**config.mk**
```make
export PLATFORM = sky130hd
export DESIGN_NAME = file_type_sniffer
export DESIGN_NICKNAME = d
export VERILOG_FILES = /design/src/hdl/fts_pkg.sv /design/src/hdl/fts_classify.sv /design/src/hdl/file_type_sniffer.sv
export SDC_FILE = /design/constraint.sdc
export NUM_CORES = 1
export LEC_CHECK = 0
export BUFFER_PORTS_ARGS = -buffer_cell sky130_fd_sc_hd__buf_2
export CAP_MARGIN = 30
export CORE_ASPECT_RATIO = 1.2
export CORE_MARGIN = 3
export CORE_UTILIZATION = 50
export CTS_CLUSTER_DIAMETER = 60
export DETAILED_ROUTE_END_ITERATION = 12
export PLACE_DENSITY = 0.7
export SLEW_MARGIN = 20
export SYNTH_ARGS = -nofsm -noshare
export SYNTH_HDL_FRONTEND = slang
export SYNTH_SLANG_ARGS = --single-unit
export TNS_END_PERCENT = 5
```
**constraint.sdc**
```tcl
create_clock -name clk -period 7.1 [get_ports clk]
set_clock_uncertainty 0.15 [all_clocks]
set_input_delay 1.065 -clock clk [delete_from_list [all_inputs] [get_ports clk]]
set_output_delay 1.065 -clock clk [all_outputs]
set_load 0.01 [all_outputs]
```
**src/hdl/fts_pkg.sv**
```systemverilog
// Shared types, constants and a function of the file type sniffer.
// Depends on nothing; used by fts_classify, file_type_sniffer, fts_checker and the bench.
package fts_pkg;

  localparam int HEADER_MIN = 8;
  localparam int TAR_WINDOW = 100;
  localparam int HDR_BYTES  = 16;
  localparam logic [6:0] COUNT_MAX = 7'd127;
  localparam logic [2:0] CLASS_BAD = 3'd7;

  typedef enum logic [4:0] {
    FMT_JPEG     = 5'd0,
    FMT_PNG      = 5'd1,
    FMT_GIF      = 5'd2,
    FMT_QT       = 5'd3,
    FMT_MP4      = 5'd4,
    FMT_M4A      = 5'd5,
    FMT_M4V      = 5'd6,
    FMT_MOBILE   = 5'd7,
    FMT_MKV      = 5'd8,
    FMT_MPA      = 5'd9,
    FMT_MPV      = 5'd10,
    FMT_VORBIS   = 5'd11,
    FMT_WAVE     = 5'd12,
    FMT_RIFFVID  = 5'd13,
    FMT_ASF      = 5'd14,
    FMT_ZIP      = 5'd15,
    FMT_RAR      = 5'd16,
    FMT_DEFLATE  = 5'd17,
    FMT_BLOCKZ   = 5'd18,
    FMT_PDF      = 5'd19,
    FMT_DOC      = 5'd20,
    FMT_DJVU     = 5'd21,
    FMT_BITMAP   = 5'd22,
    FMT_ARCHIVE  = 5'd23,
    FMT_TEXT     = 5'd24,
    FMT_UNKNOWN  = 5'd25
  } type_code_t;

  typedef enum logic [1:0] {
    VERDICT_TEXT    = 2'd0,
    VERDICT_PENDING = 2'd1,
    VERDICT_UNKNOWN = 2'd2,
    VERDICT_TAR     = 2'd3
  } verdict_t;

  // Number of continuation bytes a UTF-8 lead byte announces, or CLASS_BAD.
  function automatic logic [2:0] lead_class(input logic [7:0] b);
    logic [2:0] c;
    begin
      if (b == 8'h09 || b == 8'h0a || b == 8'h0d) c = 3'd0;
      else if (b < 8'h20 || b == 8'h7f) c = CLASS_BAD;
      else if (b < 8'h80) c = 3'd0;
      else if (b < 8'hc0) c = CLASS_BAD;
      else if (b < 8'he0) c = 3'd1;
      else if (b < 8'hf0) c = 3'd2;
      else if (b < 8'hf8) c = 3'd3;
      else if (b < 8'hfc) c = 3'd4;
      else if (b < 8'hfe) c = 3'd5;
      else c = CLASS_BAD;
      return c;
    end
  endfunction

endpackage

```
**src/hdl/fts_classify.sv**
```systemverilog
// Signature matcher: turns the first sixteen header bytes into a type code.
// Depends on fts_pkg; falls back to the code from the UTF-8 and tar scan.
module fts_classify import fts_pkg::*; (
  input  logic [63:0] w0,
  input  logic [63:0] w1,
  input  logic [6:0]  count,
  input  type_code_t  scan_code,
  output type_code_t  code
);

  logic [31:0] b03;
  logic [15:0] b01;
  logic [31:0] brand;
  logic [63:0] g;
  logic        is_ftyp;
  logic        bmp_size_ok;

  assign b03   = w0[63:32];
  assign b01   = w0[63:48];
  assign brand = w1[63:32];
  assign g     = w0 & 64'hffffffffffff0000;
  assign is_ftyp = (w0 & 64'hffffff00ffffffff) == 64'h0000000066747970;
  assign bmp_size_ok = (|w0[39:16]) || (w0[47:40] >= 8'd26);

  always_comb begin
    code = scan_code;
    if (count < 7'(HEADER_MIN)) begin
      code = scan_code;
    end else if ((b03 & 32'hffffff00) == 32'hffd8ff00) begin
      code = FMT_JPEG;
    end else if (w0 == 64'h89504e470d0a1a0a) begin
      code = FMT_PNG;
    end else if (g == 64'h4749463837610000 || g == 64'h4749463839610000) begin
      code = FMT_GIF;
    end else if (is_ftyp && brand == 32'h71742020) begin
      code = FMT_QT;
    end else if (is_ftyp && (brand == 32'h61766331 || brand == 32'h69736f32 ||
                             brand == 32'h69736f6d || brand == 32'h6d703431 ||
                             brand == 32'h6d703432)) begin
      code = FMT_MP4;
    end else if (is_ftyp && brand == 32'h4d344120) begin
      code = FMT_M4A;
    end else if (is_ftyp && brand == 32'h4d345620) begin
      code = FMT_M4V;
    end else if (is_ftyp && (brand == 32'h33677034 || brand == 32'h33677035 ||
                             brand == 32'h33677036)) begin
      code = FMT_MOBILE;
    end else if (b03 == 32'h1a45dfa3) begin
      code = FMT_MKV;
    end else if ((b01 & 16'hfff6) == 16'hfff2 || (b01 & 16'hfff6) == 16'hfff4 ||
                 (b03 & 32'hffffff00) == 32'h49443300 ||
                 (w0 == 64'd0 && w1 == 64'd0)) begin
      code = FMT_MPA;
    end else if (b03 == 32'h000001ba) begin
      code = FMT_MPV;
    end else if (b03 == 32'h4f676753 && w0[31:24] == 8'd0) begin
      code = FMT_VORBIS;
    end else if (b03 == 32'h52494646 && brand == 32'h57415645) begin
      code = FMT_WAVE;
    end else if (b03 == 32'h52494646 && brand == 32'h41564920) begin
      code = FMT_RIFFVID;
    end else if (w0 == 64'h3026b2758e66cf11 && w1 == 64'ha6d900aa0062ce6c) begin
      code = FMT_ASF;
    end else if (b03 == 32'h504b0304 || b03 == 32'h504b0506 ||
                 b03 == 32'h504b0708) begin
      code = FMT_ZIP;
    end else if (b03 == 32'h52617221) begin
      code = FMT_RAR;
    end else if (b01 == 16'h1f8b) begin
      code = FMT_DEFLATE;
    end else if ((b03 & 32'hfffffff0) == 32'h425a6830) begin
      code = FMT_BLOCKZ;
    end else if (b03 == 32'h25504446) begin
      code = FMT_PDF;
    end else if (w0 == 64'hd0cf11e0a1b11ae1) begin
      code = FMT_DOC;
    end else if (w0 == 64'h41542654464f524d) begin
      code = FMT_DJVU;
    end else if (b01 == 16'h424d && bmp_size_ok) begin
      code = FMT_BITMAP;
    end
  end

endmodule

```
**src/hdl/file_type_sniffer.sv**
```systemverilog
// Channel   Signals                                   Carries
// input     in_valid, in_ready, data_byte, last_byte  one file byte per transfer
// output    out_valid, out_ready, type_code           one code per file
// A byte is taken every cycle unless a waiting code holds back a last byte. Each byte
// sits in the input register, where the scan state and header store are updated as it
// leaves; on the last byte the signature match runs in that same cycle and the code is
// registered together with out_valid. A waiting code stalls only a following last byte.
// Reset clears the byte counter, the scan state and both valid flags.
// Top level of the sniffer; depends on fts_pkg and fts_classify.
module file_type_sniffer import fts_pkg::*; (
  input  logic       clk,
  input  logic       rst,
  input  logic       in_valid,
  output logic       in_ready,
  input  logic [7:0] data_byte,
  input  logic       last_byte,
  output logic       out_valid,
  input  logic       out_ready,
  output logic [4:0] type_code
);

  logic       a_valid;
  logic [7:0] a_byte;
  logic       a_last;
  logic       a_go;

  logic [7:0] hdr_mem [HDR_BYTES];
  logic [6:0] bytes_seen;
  logic [6:0] bytes_seen_next;
  logic [2:0] cont_left;
  logic [2:0] cont_left_next;
  verdict_t   verdict;
  verdict_t   verdict_next;
  logic [2:0] lc;

  logic [7:0] hv [HDR_BYTES];
  logic [63:0] w0;
  logic [63:0] w1;
  type_code_t  scan_code;
  type_code_t  code;

  assign a_go     = a_valid && (!a_last || !out_valid || out_ready);
  assign in_ready = !a_valid || a_go;
  assign lc       = lead_class(a_byte);

  always_comb begin
    cont_left_next = cont_left;
    verdict_next   = verdict;
    case (verdict)
      VERDICT_TEXT: begin
        if (cont_left != 3'd0) begin
          if (a_byte[7:6] != 2'b10) verdict_next = VERDICT_UNKNOWN;
          else cont_left_next = cont_left - 3'd1;
        end else if (lc != CLASS_BAD) begin
          cont_left_next = lc;
        end else if (a_byte != 8'd0) begin
          verdict_next = VERDICT_UNKNOWN;
        end else if (bytes_seen >= 7'(TAR_WINDOW - 1)) begin
          verdict_next = VERDICT_TAR;
        end else begin
          verdict_next = VERDICT_PENDING;
        end
      end
      VERDICT_PENDING: begin
        if (a_byte != 8'd0) verdict_next = VERDICT_UNKNOWN;
        else if (bytes_seen >= 7'(TAR_WINDOW - 1)) verdict_next = VERDICT_TAR;
      end
      default: begin
      end
    endcase
  end

  always_comb begin
    if (verdict_next == VERDICT_TAR) scan_code = FMT_ARCHIVE;
    else if (verdict_next == VERDICT_TEXT && cont_left_next == 3'd0) scan_code = FMT_TEXT;
    else scan_code = FMT_UNKNOWN;
  end

  assign bytes_seen_next = (bytes_seen == COUNT_MAX) ? COUNT_MAX : bytes_seen + 7'd1;

  always_comb begin
    for (int k = 0; k < HDR_BYTES; k++) begin
      if (bytes_seen == 7'(k)) hv[k] = a_byte;
      else if (bytes_seen > 7'(k)) hv[k] = hdr_mem[k];
      else hv[k] = 8'd0;
    end
  end

  assign w0 = {hv[0], hv[1], hv[2], hv[3], hv[4], hv[5], hv[6], hv[7]};
  assign w1 = {hv[8], hv[9], hv[10], hv[11], hv[12], hv[13], hv[14], hv[15]};

  fts_classify u_classify (
    .w0        (w0),
    .w1        (w1),
    .count     (bytes_seen_next),
    .scan_code (scan_code),
    .code      (code)
  );

  always_ff @(posedge clk) begin
    if (rst) begin
      a_valid    <= 1'b0;
      bytes_seen <= 7'd0;
      cont_left  <= 3'd0;
      verdict    <= VERDICT_TEXT;
      out_valid  <= 1'b0;
    end else begin
      if (in_ready) a_valid <= in_valid;
      if (a_go) begin
        if (a_last) begin
          bytes_seen <= 7'd0;
          cont_left  <= 3'd0;
          verdict    <= VERDICT_TEXT;
        end else begin
          bytes_seen <= bytes_seen_next;
          cont_left  <= cont_left_next;
          verdict    <= verdict_next;
        end
      end
      if (a_go && a_last) out_valid <= 1'b1;
      else if (out_ready) out_valid <= 1'b0;
    end
  end

  always_ff @(posedge clk) begin
    if (in_valid && in_ready) begin
      a_byte <= data_byte;
      a_last <= last_byte;
    end
    if (a_go && bytes_seen < 7'(HDR_BYTES)) hdr_mem[bytes_seen[3:0]] <= a_byte;
    if (a_go && a_last) type_code <= code;
  end

endmodule

```
==> results of run 1 <==
## metrics by stage
step	worst slack [ns]	power, mW	instance area [sq um]
finish	1.76	2.17	12100
global route	1.47	2.20	12100
CTS	1.82	2.15	12100
global placement	1.74	1.21	11500
detailed placement	1.87	1.21	11500
floorplan	2.80	1.13	11200
## layout make-up
class,instances,area [sq um]
fillers,1959,9710
multi-input cells,977,6220
flip-flops and latches,156,4540
clock buffers,17,425
well taps,274,343
repair buffers,52,333
clock inverters,15,186
inverters,25,93.8
## registers in the layout, indices dropped and copies added (netlist names)
name        cells
type_code       5
verdict         2
a_byte          8
a_last          1
cont_left       3
a_valid         1
out_valid       1
bytes_seen      7
hdr_mem       128
## critical path, stage by stage, from the launching register on
cell and delay [ns]:
dfxtp_1 0.93, ha_1 0.37, or3b_2 0.59, nor2_1 0.61, o21ai_0 0.32, nor4_1 0.57
nand4_1 0.35, nor4_4 0.57, o311ai_0 0.29, nand2_1 0.15, a21o_1 0.09, o211ai_1 0.08
## cells by family (layout without fill, tap and decap cells)
group	after synthesis	count (layout)	synth area share
AOI/OAI and AO/OA	338	338	0.225
xor gates and xnor gates	2	2	0.00157
adders and majority gates	6	6	0.00671
buffers and inverters	104	109	0.0382
DFF	156	156	0.406
muxes	6	6	0.00560
and+or+nand+nor	625	625	0.316
## cells in the final DEF, fill, tap and decap left out, types with 10 or more instances in the layout
cell       synthesis  layout
o31ai_1           17      17
or3_1             15      15
a22oi_1           28      28
or2_2             10      10
and3_1            21      21
nand4_1           50      50
nor4b_1           10      10
nand2_1           94      94
o21ai_0           39      39
or4_1             13      13
o22ai_1           25      25
nor3b_1           11      11
and2_1            12      12
a31oi_1           18      18
inv_1             24      24
nor3_1            58      57
a22o_1            26      26
a211oi_1          13      13
nor4_1            45      45
o211ai_1          15      15
edfxtp_1         142     142
nor2b_1           15      15
clkbuf_16          0      17
nand3_1           62      62
nand2b_1          19      19
nor2_1           119     117
buf_4              1      29
dfxtp_1           14      14
a21oi_1           39      39
buf_2              8      22
## where the power goes
part,switching (mW),total (mW),internal (mW)
clock network,0.484,0.965,0.481
logic,0.135,0.179,0.0439
registers,0.0122,1.02,1.01
total,0.631,2.17,1.53
## final timing paths
kind,from,to,cells after the start
max,bytes_seen[1],type_code[0],11
min reg2reg,cont_left[1],cont_left[1],2
max reg2reg,bytes_seen[1],type_code[0],11
min,cont_left[1],cont_left[1],2
## metal layers
layer | GRT usage | vias to the layer above | wire length (um)
li1 | - | 4970 | -
met5 | 0 | - | 0
met4 | 0.209 | 0 | 3400
met1 | 0.539 | 5628 | 18400
met2 | 0.593 | 1053 | 20800
met3 | 0.117 | 249 | 6640
==> summary.md, run 1 <==
| Metric | Value |
|---|---|
| Area contributors post-synth | edfxtp_1, nor2_1, nand2_1, nand4_1, nand3_1 |
| Clock Path Buffers | 2 |
| Die height | 170 um |
| Total number of vias | 11900 |
| Crit path arrival time | 5.37 ns |
| Cell taking the most area after synthesis | edfxtp_1 |
| Synth Instances | between 1000 and 1500 |
| Placed insts | 1481 |
| Fin crit share | 0.752 |
| Syn_nets | 1256 |
| Netlist cell types | 98 |
| WL final | between 40000 and 50000 um |
| Synth Warn # | 0 |
| Max-cap check violation count | 0 |
| Post-route ant nets | 0 |
| Setup CP Type | flop to flop |
| Mean Syn Cell Area | 9.04 sq um |
| Vias per cell | 7.85 |
| Ys flop type | edfxtp_1 |
| Routed WL per cell | 32.4 um |
| PortBufs | 19 |
| RSZ-0062 raised after global routing | false |
| Root cell of the clock tree | clkbuf_16 |
| Max-slew violations | 0 |
| Post-cts gate resize count | 0 |
| Worst-margin pin slew | between 1 and 1.5 ns |
| Drt initial violations | 2063 |
| Worst-Skew Late Latency | 0.44 ns |
| Min cycle time layout | 5.34 ns |
| IR drop worst, VDD | a little over 0.2 mV |
| Setup slack, reg-to-reg | 1.76 ns |
| Die area | about 24000 sq um |
| Number of global-route vias before repair | 10900 |
| CP Data Required Time | ~7 ns |
| Post-synth top area share | 0.381 |
| H-tree depth | 4 |
| Top post-synthesis cells by count | edfxtp_1, nor2_1, nand2_1 |
| Area growth, synth to finish | 8.63% |
| Grt ovf | 0 |
| Largest net degree at the start of global routing | 46 |
| Hold Path Class | flop to flop |
| Gr usage total | 0.403 |
| Fin. Hold Viols | 0 |
| CTS Hold Buffers Added | 0 |
| Post-Synthesis Cell Area | approximately 11000 sq um |
| Core area | 21900 sq um |
| Post-DP HPWL | 36100 um |
| Post-synth ARST share | 0 |
| CP endpoint kind | flop |
| I/O pins | 20 |
| Final setup vio count | 0 |
| Num CTS Buffers | 17 |
| DR DRC count | 0 |
| Fin Hold WS | about 0.38 ns |
| Post-CTS setup buffer count | 0 |
| # clock sinks | 156 |
| Sequential cell area fraction in the yosys report | 0.406 |
| CP max FO | 27 |
| Nets | 1248 |
| Setup TNS | 0 ns |
| Most frequent cell after synthesis | edfxtp_1 |
| EDFF count, synth | 142 |
| First drt pass iteration count | 7 |
| Antenna Cells | 0 |
| Share of cells above drive strength 1 | 0.111 |
| Starting Density | 0.512 |
| Placer Congestion | roughly 1.1 |
| LEAKAGE | 3.91 nW |
| First-pass GRT wire length | 72500 um |
| Max transition margin | 0.291 |
| Initial antenna violation count | 0 |
| CTS tree | yes |
| Power Density | approximately 180 nW/um^2 |
| Post-Layout Cell Count | 1516 |
| Util after Layout | 0.556 |
| Status | finished, final reports clean |
| Max frequency | 187 MHz |
| Row cnt | 59 |
| Startpoint Class | flop |
| Die width | 143 um |
| CTS clk-pin slew, worst paths | 0.08 ns |
| Yosys reg bits | 156 |
No activity file was read; power rests on OpenSTA's default activity.
==> run 2: changes to the inputs <==
==> constraint.sdc (replaced) <==
create_clock -name clk -period 4.96 [get_ports clk]
set_clock_uncertainty 0.15 [all_clocks]
set_input_delay 0.744 -clock clk [delete_from_list [all_inputs] [get_ports clk]]
set_output_delay 0.744 -clock clk [all_outputs]
set_load 0.01 [all_outputs]
==> run 2 against run 1 <==
Compared with the run above: worst hold slack got worse by 0.055 ns; non-clock buffer count rose by 35; via count rose by 0.44%; wire length is 1.1% lower; global-route usage shrank 0.92 points; first-iteration DRC count down 0.29%.
==> summary.md, run 2 (synthesis gave the netlist of run 1 again) <==
| Metric | Value |
|---|---|
| Status | finished, final reports clean |
| First-pass GRT wire length | 71100 um (-1.8%) |
| WL final | 48600 um (-1.1%) |
| Fin Hold WS | 0.326 ns (-0.0548 ns) |
| CP endpoint kind | flop |
| CTS tree | yes |
| Grt ovf | 0 (unchanged) |
| CP delay by family, top | simple AND/OR/NAND/NOR gates |
| Post-DP HPWL | 36700 um (+1.8%) |
| Die width | 143 um (unchanged) |
| Commonest non-fill, non-tap cell in the layout | edfxtp_1 |
| Row cnt | 59 (unchanged) |
| Largest register FFs | 128 (unchanged) |
| Critical-path cell list | ha_1 -> and4bb_2 -> and2_1 -> a22o_1 -> or4b_2 -> nor3_1 -> nor4bb_2 -> o2111ai_1 -> nand3_2 -> nand4b_1 -> o21ai_1 |
| Die height | 170 um (unchanged) |
| Placer Congestion | 1.11 (-2.5%) |
| Max transition margin | 0.314 (+0.0228) |
| LEAKAGE | 4.09 nW (+4.7%) |
| Min cycle time layout | 4.71 ns (-0.632 ns) |
| CP max FO | 17 (-37%) |
| Largest net degree at the start of global routing | 42 (-8.7%) |
| CP Data Required Time | 5.01 ns (-2.12 ns) |
| Fin. Hold Viols | 0 (unchanged) |
| Power Density | 246 nW/um^2 (+38%) |
| Crit path arrival time | 4.76 ns (-0.61 ns) |
| Max-slew violations | 0 (unchanged) |
| Post-route ant nets | 0 (unchanged) |
| # clock sinks | 156 (unchanged) |
| Antenna Cells | 0 (unchanged) |
| Die area | 24200 sq um (unchanged) |
| Initial antenna violation count | 0 (unchanged) |
| RSZ-0062 raised after global routing | false |
| CTS Hold Buffers Added | 0 (unchanged) |
| CTS clk-pin slew, worst paths | 0.08 ns (about the same) |
| Util after Layout | 0.569 (+0.0131) |
| DR DRC count | 0 (unchanged) |
| Post-CTS setup buffer count | 0 (unchanged) |
| Max-cap check violation count | 0 (unchanged) |
| Starting Density | 0.512 (unchanged) |
| Largest stage delay on the critical path | 0.68 ns (-0.25 ns) |
| Worst-Skew Late Latency | 0.44 ns (about the same) |
| Worst-margin pin slew | 1.02 ns (-0.0379 ns) |
| First drt pass iteration count | 11 (+4) |
| IR drop worst, VDD | 0.241 mV (+19%) |
| H-tree depth | 4 (unchanged) |
| Routed WL per cell | 31.3 um (-3.4%) |
| Final setup vio count | 0 (unchanged) |
| PortBufs | 19 (unchanged) |
| Vias per cell | 7.71 (-1.8%) |
| Startpoint Class | flop |
| Gr usage total | 0.394 (-0.00925) |
| Critical path's slowest cell | or4b_2 |
| Total number of vias | 12000 (+0.44%) |
| Fin crit share | 0.949 (+0.197) |
| Root cell of the clock tree | clkbuf_16 |
| Setup TNS | 0 ns (unchanged) |
| Num CTS Buffers | 17 (unchanged) |
| Setup CP Type | flop to flop |
| Core area | 21900 sq um (unchanged) |
| Clock Path Buffers | 2 (unchanged) |
| Crit path buffers/inverters | 0 (unchanged) |
| Hold Path Class | input port to flop |
| I/O pins | 20 (unchanged) |
| Number of global-route vias before repair | 10900 (-0.47%) |
| Nets | 1283 (+2.8%) |
| Area growth, synth to finish | 11.2% |
| Share of cells above drive strength 1 | 0.135 (+0.0236) |
| Most frequent cells in the layout | edfxtp_1, nor2_1, nand2_1 |
| Drt initial violations | 2057 (-0.29%) |
| Post-cts gate resize count | 0 (unchanged) |
| Max frequency | 212 MHz (+13%) |
[run 2: changes by cell type in the layout (fill, tap and decap cells not counted), moves of 2 or more]
cell      before  now
buf_4         29   63
buf_12         0    2
buf_2         22   20
clkinv_4       2    4
inv_12         2    0
nor2_1       117  119
nor2_2         2    0
[run 2: power breakdown]
part           internal (mW)  switching [mW]
clock                  0.679           0.651
sequential              1.44          0.0236
combinational         0.0728           0.184
total                   2.20           0.858
[run 2: final cells by class]
class	count	area, sq um
fillers	1945	9420
clock buffers	17	425
well taps	274	343
inverters	25	93.8
clock inverters	15	178
repair buffers	87	626
flip-flops and latches	156	4540
multi-input cells	977	6220
[run 2: final timing paths]
| path | slack, ns | start | cells past startpoint | to |
|---|---|---|---|---|
| max | 0.25 | bytes_seen[0] | 11 | type_code[1] |
| min | 0.33 | last_byte | 1 | a_last |
| max reg2reg | 0.25 | bytes_seen[0] | 11 | type_code[1] |
| min reg2reg | 0.39 | cont_left[1] | 2 | cont_left[1] |
[run 2: per-layer routing]
layer	GRT usage	part of all wire	vias to the layer above
met5	0	0	-
met4	0.192	0.064	0
met3	0.0899	0.13	215
met2	0.592	0.43	1053
met1	0.536	0.38	5649
li1	-	-	5035
[run 2: stage by stage]
step	instances	instance area, sq um	setup WS [ns]	total power, mW
CTS	1549	12400	0.251	3.04
global route	1551	12400	0.105	3.12
floorplan	1237	11200	0.663	1.62
detailed placement	1517	11800	0.279	1.74
global placement	1516	11800	0.293	1.74
finish	1551	12400	0.254	3.05
